**src/hdl/utf8_codepoint_decoder_macros.svh**
```systemverilog
// Assertion macros shared by the UTF-8 code point decoder modules.
`ifndef UTF8_CODEPOINT_DECODER_MACROS_SVH
`define UTF8_CODEPOINT_DECODER_MACROS_SVH

`ifndef SYNTHESIS
// Checks that the consequence holds in the same cycle as the antecedent.
`define UCD_ASSERT_SAME(label, ante, cons) \
    label: assert property (@(posedge aclk) disable iff (!aresetn) (ante) |-> (cons)) \
        else $error("utf8 decoder: same-cycle check failed");
// Checks that the consequence holds in the cycle after the antecedent.
`define UCD_ASSERT_NEXT(label, ante, cons) \
    label: assert property (@(posedge aclk) disable iff (!aresetn) (ante) |=> (cons)) \
        else $error("utf8 decoder: next-cycle check failed");
`else
`define UCD_ASSERT_SAME(label, ante, cons)
`define UCD_ASSERT_NEXT(label, ante, cons)
`endif

`endif

```
**src/hdl/utf8cd_pkg.sv**
```systemverilog
// Shared types, constants and helper functions of the UTF-8 code point decoder.
package utf8cd_pkg;

    localparam int CP_W        = 21;
    localparam int CP1_W       = 11;
    localparam int CP2_W       = 7;
    localparam int NRES_W      = 2;
    localparam int QUEUE_DEPTH = 4;
    localparam int QPTR_W      = $clog2(QUEUE_DEPTH);
    localparam int QCNT_W      = $clog2(QUEUE_DEPTH + 1);

    localparam logic [CP_W-1:0]  BAD_CP    = 21'h00003F;
    localparam logic [CP2_W-1:0] BAD_CP_LO = 7'h3F;

    // Input transaction.
    typedef struct packed {
        logic [7:0] text_byte;
        logic       end_of_text;
    } in_t;

    // Result transaction.
    typedef struct packed {
        logic [CP_W-1:0] code_point;
        logic            run_end;
        logic            text_done;
    } out_t;

    // One queue entry: all results caused by one input byte.
    typedef struct packed {
        logic [NRES_W-1:0] num_results;
        logic [CP_W-1:0]   cp0;
        logic [CP1_W-1:0]  cp1;
        logic [CP2_W-1:0]  cp2;
        logic              eot;
    } entry_t;

    // Number of following bytes a lead byte calls for; zero if not a lead.
    function automatic logic [1:0] follow_len(logic [7:0] c);
        logic [1:0] len;
        if (c[7:5] == 3'b110) begin
            len = 2'd1;
        end else if (c[7:4] == 4'b1110) begin
            len = 2'd2;
        end else if (c[7:3] == 5'b11110) begin
            len = 2'd3;
        end else begin
            len = 2'd0;
        end
        return len;
    endfunction

    // Code point of a byte that has nothing after it: ASCII or the replacement.
    function automatic logic [CP2_W-1:0] single_cp(logic [7:0] c);
        return c[7] ? BAD_CP_LO : c[6:0];
    endfunction

endpackage

```
**src/hdl/utf8cd_front.sv**
```systemverilog
// Front end: accepts bytes, tracks the open sequence and builds queue entries.
`include "utf8_codepoint_decoder_macros.svh"

module utf8cd_front (
    input  logic                aclk,
    input  logic                aresetn,
    input  logic                s_valid,
    output logic                s_ready,
    input  utf8cd_pkg::in_t     s_data,
    output logic                push_valid,
    input  logic                push_ready,
    output utf8cd_pkg::entry_t  push_entry
);

    logic                seq_open_reg, seq_open_next;
    logic [7:0]          lead_reg, lead_next;
    logic [1:0]          held_count_reg, held_count_next;
    logic [7:0]          held_reg [2];
    logic [7:0]          held_next [2];
    logic                accept;
    logic                has_result;
    logic [1:0]          lead_len;
    logic [7:0]          b;
    logic                eot;
    utf8cd_pkg::entry_t  entry;

    assign b        = s_data.text_byte;
    assign eot      = s_data.end_of_text;
    assign lead_len = utf8cd_pkg::follow_len(lead_reg);

    // A byte is taken only while the queue has a free slot, whether or not it gives a result.
    assign s_ready    = push_ready;
    assign accept     = s_valid && s_ready;
    assign push_valid = s_valid && has_result;
    assign push_entry = entry;

    // Decode the byte against the open sequence.
    always_comb begin
        entry            = '0;
        entry.eot        = eot;
        has_result       = 1'b0;
        seq_open_next    = seq_open_reg;
        lead_next        = lead_reg;
        held_count_next  = held_count_reg;
        held_next[0]     = held_reg[0];
        held_next[1]     = held_reg[1];
        if (!seq_open_reg) begin
            if (!b[7]) begin
                has_result        = 1'b1;
                entry.num_results = 2'd1;
                entry.cp0         = {14'd0, b[6:0]};
            end else if (utf8cd_pkg::follow_len(b) == 2'd0 || eot) begin
                has_result        = 1'b1;
                entry.num_results = 2'd1;
                entry.cp0         = utf8cd_pkg::BAD_CP;
            end else begin
                seq_open_next   = 1'b1;
                lead_next       = b;
                held_count_next = 2'd0;
            end
        end else if (({1'b0, held_count_reg} + 3'd1) >= {1'b0, lead_len}) begin
            // This byte completes the sequence.
            has_result        = 1'b1;
            entry.num_results = 2'd1;
            case (lead_len)
                2'd1:    entry.cp0 = {10'd0, lead_reg[4:0], b[5:0]};
                2'd2:    entry.cp0 = {5'd0, lead_reg[3:0], held_reg[0][5:0], b[5:0]};
                default: entry.cp0 = {lead_reg[2:0], held_reg[0][5:0], held_reg[1][5:0],
                                      b[5:0]};
            endcase
            seq_open_next   = 1'b0;
            lead_next       = 8'd0;
            held_count_next = 2'd0;
        end else if (eot) begin
            // Cut sequence: the lead is replaced, then the tail is decoded on its own.
            has_result = 1'b1;
            entry.cp0  = utf8cd_pkg::BAD_CP;
            if (held_count_reg == 2'd0) begin
                entry.num_results = 2'd2;
                entry.cp1         = {4'd0, utf8cd_pkg::single_cp(b)};
            end else if (!held_reg[0][7]) begin
                entry.num_results = 2'd3;
                entry.cp1         = {4'd0, held_reg[0][6:0]};
                entry.cp2         = utf8cd_pkg::single_cp(b);
            end else if (utf8cd_pkg::follow_len(held_reg[0]) == 2'd1) begin
                entry.num_results = 2'd2;
                entry.cp1         = {held_reg[0][4:0], b[5:0]};
            end else begin
                entry.num_results = 2'd3;
                entry.cp1         = {4'd0, utf8cd_pkg::BAD_CP_LO};
                entry.cp2         = utf8cd_pkg::single_cp(b);
            end
        end else begin
            held_next[held_count_reg[0]] = b;
            held_count_next              = held_count_reg + 2'd1;
        end
        // The final byte of a text always leaves the decoder idle.
        if (eot) begin
            seq_open_next   = 1'b0;
            lead_next       = 8'd0;
            held_count_next = 2'd0;
        end
    end

    // Sequence control state.
    always_ff @(posedge aclk) begin
        if (!aresetn) begin
            seq_open_reg   <= 1'b0;
            lead_reg       <= 8'd0;
            held_count_reg <= 2'd0;
        end else if (accept) begin
            seq_open_reg   <= seq_open_next;
            lead_reg       <= lead_next;
            held_count_reg <= held_count_next;
        end
    end

    // Collected continuation bytes.
    always_ff @(posedge aclk) begin
        if (accept) begin
            held_reg[0] <= held_next[0];
            held_reg[1] <= held_next[1];
        end
    end

    `UCD_ASSERT_SAME(a_open_lead_short, seq_open_reg, held_count_reg < lead_len)
    `UCD_ASSERT_NEXT(a_eot_goes_idle, accept && eot, !seq_open_reg)

endmodule

```
**src/hdl/utf8cd_queue.sv**
```systemverilog
// Small FIFO of decoded entries between the front and the back end.
`include "utf8_codepoint_decoder_macros.svh"

module utf8cd_queue (
    input  logic                aclk,
    input  logic                aresetn,
    input  logic                in_valid,
    output logic                in_ready,
    input  utf8cd_pkg::entry_t  in_entry,
    output logic                out_valid,
    input  logic                out_pop,
    output utf8cd_pkg::entry_t  out_entry
);

    utf8cd_pkg::entry_t              mem [utf8cd_pkg::QUEUE_DEPTH];
    logic [utf8cd_pkg::QPTR_W-1:0]   wr_ptr_reg, wr_ptr_next;
    logic [utf8cd_pkg::QPTR_W-1:0]   rd_ptr_reg, rd_ptr_next;
    logic [utf8cd_pkg::QCNT_W-1:0]   count_reg, count_next;
    logic                            push;
    logic                            pop;

    assign in_ready  = count_reg != utf8cd_pkg::QCNT_W'(utf8cd_pkg::QUEUE_DEPTH);
    assign out_valid = count_reg != '0;
    assign out_entry = mem[rd_ptr_reg];
    assign push      = in_valid && in_ready;
    assign pop       = out_pop && out_valid;

    // Pointer and occupancy update.
    always_comb begin
        wr_ptr_next = wr_ptr_reg;
        rd_ptr_next = rd_ptr_reg;
        count_next  = count_reg;
        if (push) begin
            wr_ptr_next = (wr_ptr_reg == utf8cd_pkg::QPTR_W'(utf8cd_pkg::QUEUE_DEPTH - 1))
                        ? '0 : wr_ptr_reg + utf8cd_pkg::QPTR_W'(1);
        end
        if (pop) begin
            rd_ptr_next = (rd_ptr_reg == utf8cd_pkg::QPTR_W'(utf8cd_pkg::QUEUE_DEPTH - 1))
                        ? '0 : rd_ptr_reg + utf8cd_pkg::QPTR_W'(1);
        end
        if (push && !pop) begin
            count_next = count_reg + utf8cd_pkg::QCNT_W'(1);
        end else if (pop && !push) begin
            count_next = count_reg - utf8cd_pkg::QCNT_W'(1);
        end
    end

    always_ff @(posedge aclk) begin
        if (!aresetn) begin
            wr_ptr_reg <= '0;
            rd_ptr_reg <= '0;
            count_reg  <= '0;
        end else begin
            wr_ptr_reg <= wr_ptr_next;
            rd_ptr_reg <= rd_ptr_next;
            count_reg  <= count_next;
        end
    end

    // Entry storage.
    always_ff @(posedge aclk) begin
        if (push) begin
            mem[wr_ptr_reg] <= in_entry;
        end
    end

    `UCD_ASSERT_SAME(a_count_bound, 1'b1, count_reg <= utf8cd_pkg::QCNT_W'(utf8cd_pkg::QUEUE_DEPTH))
    `UCD_ASSERT_SAME(a_empty_ptrs_equal, count_reg == '0, wr_ptr_reg == rd_ptr_reg)

endmodule

```
**src/hdl/utf8cd_back.sv**
```systemverilog
// Back end: expands each queue entry into its results through an output register.
`include "utf8_codepoint_decoder_macros.svh"

module utf8cd_back (
    input  logic                aclk,
    input  logic                aresetn,
    input  logic                q_valid,
    input  utf8cd_pkg::entry_t  q_entry,
    output logic                q_pop,
    output logic                m_valid,
    input  logic                m_ready,
    output utf8cd_pkg::out_t    m_data
);

    logic                        m_valid_reg;
    utf8cd_pkg::out_t            m_data_reg;
    logic [utf8cd_pkg::NRES_W-1:0] idx_reg;
    logic                        load;
    logic                        last;
    logic [utf8cd_pkg::CP_W-1:0] sel_cp;

    assign m_valid = m_valid_reg;
    assign m_data  = m_data_reg;
    assign load    = q_valid && (!m_valid_reg || m_ready);
    assign last    = idx_reg == (q_entry.num_results - utf8cd_pkg::NRES_W'(1));
    assign q_pop   = load && last;

    // Pick the result at the current index of the head entry.
    always_comb begin
        case (idx_reg)
            2'd0:    sel_cp = q_entry.cp0;
            2'd1:    sel_cp = {{(utf8cd_pkg::CP_W - utf8cd_pkg::CP1_W){1'b0}}, q_entry.cp1};
            default: sel_cp = {{(utf8cd_pkg::CP_W - utf8cd_pkg::CP2_W){1'b0}}, q_entry.cp2};
        endcase
    end

    // Output valid and index within the head entry.
    always_ff @(posedge aclk) begin
        if (!aresetn) begin
            m_valid_reg <= 1'b0;
            idx_reg     <= '0;
        end else if (load) begin
            m_valid_reg <= 1'b1;
            idx_reg     <= last ? '0 : idx_reg + utf8cd_pkg::NRES_W'(1);
        end else if (m_ready) begin
            m_valid_reg <= 1'b0;
        end
    end

    // Output payload.
    always_ff @(posedge aclk) begin
        if (load) begin
            m_data_reg.code_point <= sel_cp;
            m_data_reg.run_end    <= last;
            m_data_reg.text_done  <= last && q_entry.eot;
        end
    end

    `UCD_ASSERT_SAME(a_mid_entry_has_head, idx_reg != '0, q_valid)
    `UCD_ASSERT_SAME(a_idx_in_range, q_valid, idx_reg < q_entry.num_results)

endmodule

```
**src/hdl/utf8_codepoint_decoder.sv**
```systemverilog
// A result passes through the queue, then the output register, which sets the pace.
// Throughput: one byte per cycle, one result per cycle, while m_ready is high.
// A text that ends in a cut sequence gives two or three results for its last byte,
// which the back end sends one by one; the four-entry queue absorbs them.
// Reset (aresetn low, synchronous) empties the queue and output and closes any sequence.
module utf8_codepoint_decoder (
    input  logic              aclk,
    input  logic              aresetn,
    input  logic              s_valid,
    output logic              s_ready,
    input  utf8cd_pkg::in_t   s_data,
    output logic              m_valid,
    input  logic              m_ready,
    output utf8cd_pkg::out_t  m_data
);

    logic                push_valid;
    logic                push_ready;
    utf8cd_pkg::entry_t  push_entry;
    logic                q_valid;
    logic                q_pop;
    utf8cd_pkg::entry_t  q_entry;

    utf8cd_front u_front (
        .aclk       (aclk),
        .aresetn    (aresetn),
        .s_valid    (s_valid),
        .s_ready    (s_ready),
        .s_data     (s_data),
        .push_valid (push_valid),
        .push_ready (push_ready),
        .push_entry (push_entry)
    );

    utf8cd_queue u_queue (
        .aclk      (aclk),
        .aresetn   (aresetn),
        .in_valid  (push_valid),
        .in_ready  (push_ready),
        .in_entry  (push_entry),
        .out_valid (q_valid),
        .out_pop   (q_pop),
        .out_entry (q_entry)
    );

    utf8cd_back u_back (
        .aclk    (aclk),
        .aresetn (aresetn),
        .q_valid (q_valid),
        .q_entry (q_entry),
        .q_pop   (q_pop),
        .m_valid (m_valid),
        .m_ready (m_ready),
        .m_data  (m_data)
    );

endmodule

```
**config.mk**
```make
export PLATFORM = sky130hd
export DESIGN_NAME = utf8_codepoint_decoder
export DESIGN_NICKNAME = d
export VERILOG_FILES = /design/src/hdl/utf8cd_pkg.sv /design/src/hdl/utf8cd_front.sv /design/src/hdl/utf8cd_queue.sv /design/src/hdl/utf8cd_back.sv /design/src/hdl/utf8_codepoint_decoder.sv
export VERILOG_INCLUDE_DIRS = /design/src /design/src/hdl
export SDC_FILE = /design/constraint.sdc
export NUM_CORES = 1
export LEC_CHECK = 0
export ABC_CLOCK_PERIOD_IN_PS = 5300
export CORE_UTILIZATION = 50
export CTS_CLUSTER_SIZE = 30
export DETAILED_ROUTE_END_ITERATION = 6
export DONT_BUFFER_PORTS = 1
export MAX_ROUTING_LAYER = met4
export PLACE_DENSITY = 0.62
export REMOVE_ABC_BUFFERS = 1
export SLEW_MARGIN = 10
export SYNTH_ARGS = -nofsm -noshare
export SYNTH_HDL_FRONTEND = slang
export SYNTH_SLANG_ARGS = --single-unit
```
**constraint.sdc**
```tcl
create_clock -name aclk -period 5.3 [get_ports aclk]
set_clock_uncertainty 0.1 [all_clocks]
set_input_delay 1.06 -clock aclk [delete_from_list [all_inputs] [get_ports aclk]]
set_output_delay 1.06 -clock aclk [all_outputs]
set_load 0.01 [all_outputs]
```
==> impl_metrics.env <==
export IMPL_grt_remaining_overflow=0
export IMPL_synth_cells=544
export IMPL_max_slew_margin=0.242
export IMPL_run_status="complete, no violations"
export IMPL_grt_util_all_layers=0.203
export IMPL_tritoncts="done"
export IMPL_fin_util=0.569
export IMPL_route_final_wire_length_mm=17.9
export IMPL_clk_sinks=228
export IMPL_post_cts_resize_count=0
export IMPL_clk_pwr_share=0.310
export IMPL_detail_route_drc_violations=0
export IMPL_worst_ep_required_time_ps=5620
export IMPL_layout_common_cells="205 x edfxtp_1, 42 x mux4_2, 39 x nor2_1"
export IMPL_clock_root_buffer="clkbuf_16"
export IMPL_synth_edff_count=205
export IMPL_global_route_peak_usage_layer="met2"
export IMPL_die_h_um=138
export IMPL_p_int_mw=3.72
export IMPL_place_congestion=0.813
export IMPL_largest_reg_flops=168
export IMPL_grt_first_pass_wirelength_mm=27.2
export IMPL_cts_hold_buf=0
export IMPL_cp_end_kind="flop"
export IMPL_crit_reg2reg_launch="u_front.lead_reg[3]"
export IMPL_seq_power_share=0.483
export IMPL_setup_repair_after_global_routing_missed_its_margin="false"
export IMPL_detail_route_antenna_nets=0
export IMPL_synth_async_reset_ratio=0
export IMPL_synth_top_flop_cell="edfxtp_1"
export IMPL_main_combinational_cell_family_by_area_after_synthesis="multiplexers"
export IMPL_reg2reg_depth=13
export IMPL_hold_viol_final=0
export IMPL_max_cap_viol_count=0
export IMPL_detail_routed_net_length_per_standard_cell_um=22.3
export IMPL_syn_cell_area_sq_um=9220
export IMPL_post_route_cells_drive_above_1_share=0.180
export IMPL_setup_viol_count_final=0
export IMPL_holdWs_ps=378
export IMPL_post_route_cell_area_sq_um=10200
export IMPL_achievable_frequency_mhz=261
export IMPL_fin_ws_ps=1460
export IMPL_finalCriticalPeriod_ps=3840
export IMPL_clock_path_buffers=3
export IMPL_yosys_area_share_xor_xnor=0.00366
export IMPL_worst_setup_slack_post_dpl_ps=1530
export IMPL_numCtsBuffers=23
export IMPL_finalPower_mw=5.11
export IMPL_drt_first_pass_iters=5
export IMPL_timing_setup_tns_ps=0
export IMPL_layout_cells_non_filler=802
export IMPL_synth_cell_types=43
export IMPL_via_count_of_the_first_global_routing_pass=4756
export IMPL_reg2reg_setup_slack_ps=1460
export IMPL_critical_path_startpoint_type="flop"
export IMPL_synth_compound_gate_area_share=0.0563
export IMPL_layout_area_overhead_vs_synth_pct=11.1
export IMPL_io_pin_count=38
export IMPL_slew_violations=0
export IMPL_placement_io_buffers=0
export IMPL_cts_post_setup_buffers_inserted=0
export IMPL_path_max_fanout=8
export IMPL_coreArea_sq_um=18000
export IMPL_use_met2=0.327
export IMPL_fp_dieArea_sq_um=19000
export IMPL_power_leakage_nw=3.44
export IMPL_layout_worst_path_cycle_share=0.724
export IMPL_min_delay_start="u_front.lead_reg[6]"
export IMPL_detailed_place_hpwl_mm=11.3
export IMPL_synth_seq_area_share=0.718
export IMPL_via_count=4631
export IMPL_grt_antenna_before_repair=0
export IMPL_antennaDiodeCount=0
export IMPL_switching_fraction=0.272
export IMPL_comb_power_share=0.207
export IMPL_num_fill_cells=1412
export IMPL_synth_seq_cells=228
export IMPL_worstSetupStartpoint="u_front.lead_reg[3]"
export IMPL_synth_adder_area_share=0.0220
export IMPL_initial_core_util=0.512
export IMPL_post_dp_cell_area_sq_um=9510
export IMPL_yosys_area_share_simple=0.0676
export IMPL_synth_mux_area_fraction=0.111
export IMPL_worst_hold_path_num_cells=1
export IMPL_grt_util_met3=0.0368
export IMPL_dieWidth_um=138
export IMPL_gr_usage_met1=0.267
export IMPL_critical_path_arrival_ps=4150
export IMPL_cts_htree_levels=1
export IMPL_power_net_switching_mw=1.39
export IMPL_clock_insertion_delay_worst_skew_ps=510
export IMPL_hold_path_class="flop to flop"
export IMPL_r2r_end="u_queue.count_reg[2]"
export IMPL_via_density=5.77
export IMPL_clk_transition_reported_paths_ps=60
export IMPL_layout_commonest_cell="edfxtp_1"
export IMPL_ir_worst_vdd_mv=0.323
export IMPL_dp_cells=761
export IMPL_syn_mean_instance_area_sq_um=17.0
export IMPL_grt_start_max_net_pins=26
export IMPL_worst_pin_slew_ps=1130
export IMPL_nNetsFinal=585
export IMPL_yosys_warnings=0
export IMPL_min_to="u_front.lead_reg[6]"
export IMPL_first_iter_violations=399
export IMPL_power_density_nw_per_um2=498
export IMPL_placementRows=49
export IMPL_critPathKind="flop to flop"
## power groups by stage
| stage | clock (mW) | sequential (mW) | combinational [mW] |
|---|---|---|---|
| CTS | 1.62 | 2.47 | 1.09 |
| global placement | 0 | 2.50 | 1.05 |
| detailed placement | 0 | 2.51 | 1.08 |
| floorplan | 0 | 2.55 | 0.702 |
| finish | 1.58 | 2.47 | 1.06 |
| global route | 1.68 | 2.50 | 1.15 |
## synth_stat cells (2+ instances only)
cell      number  area [sq um]
and3_1         7          43.8
o21ai_0       18          90.1
ha_1          13           163
clkbuf_1      20          75.1
or3b_2         2          17.5
buf_6          2          22.5
mux2i_1        8          80.1
or3_1          2          12.5
dfxtp_1       23           460
mux4_2        42           946
a22oi_1       12          90.1
a22o_1        10          87.6
nand3b_1       3          22.5
a21boi_0       2          15.0
nor2b_1        4          25.0
o22ai_1        6          37.5
and2_1        24           150
a21o_1         2          15.0
nor2_1        39           146
nand2_1       20          75.1
nor3_1         6          30.0
o31ai_1        2          15.0
edfxtp_1     205          6160
buf_2          4          20.0
a211oi_1       2          15.0
fa_1           2          40.0
o21a_1         9          67.6
nand2b_1       5          31.3
inv_1         22          82.6
nor4_1         2          12.5
a21oi_1       14          70.1
## kinds of logic (layout without fill, tap and decap cells)
family | Yosys count | after routing
xor+xnor | 3 | 3
compound gates | 79 | 79
buf+inv | 48 | 77
fa+ha+maj | 15 | 15
mux | 50 | 50
flops | 228 | 228
simple gates | 121 | 121
## how the worst max path moves through the flow
stage	to	slack, ps	cells after the start
3_5_place_dp	u_queue.mem[0][1]	1530	9
2_1_floorplan	u_queue.count_reg[2]	790	11
5_1_grt	u_queue.count_reg[2]	1230	13
6_report	u_queue.count_reg[2]	1460	13
3_3_place_gp	u_queue.mem[0][1]	1640	9
4_1_cts	u_queue.count_reg[2]	1490	13
## worst max-delay path, cell delays in order (launching register included)
cell,delay [ps]
dfxtp_1,350
nand2_1,70
nand4_1,190
fa_1,580
nand2b_1,90
o211ai_1,370
a21oi_1,120
nor2_1,430
ha_1,290
inv_1,70
fa_1,430
xor2_1,180
or3_1,320
a21boi_0,170
## routing by layer
layer | vias up | routed length [um]
met5 | - | 0
met4 | 0 | 320
met3 | 25 | 829
met2 | 111 | 8800
met1 | 2363 | 7910
li1 | 2132 | -
## layout make-up
type,count,area (sq um),area share
clock inverters,15,151,0.0148
repair buffers,14,105,0.0103
multi-input cells,268,2420,0.236
well taps,229,287,0.0280
inverters,22,82.6,0.00806
flip-flops and latches,228,6620,0.646
clock buffers,26,587,0.0573
No activity file was read; power rests on OpenSTA's default activity.
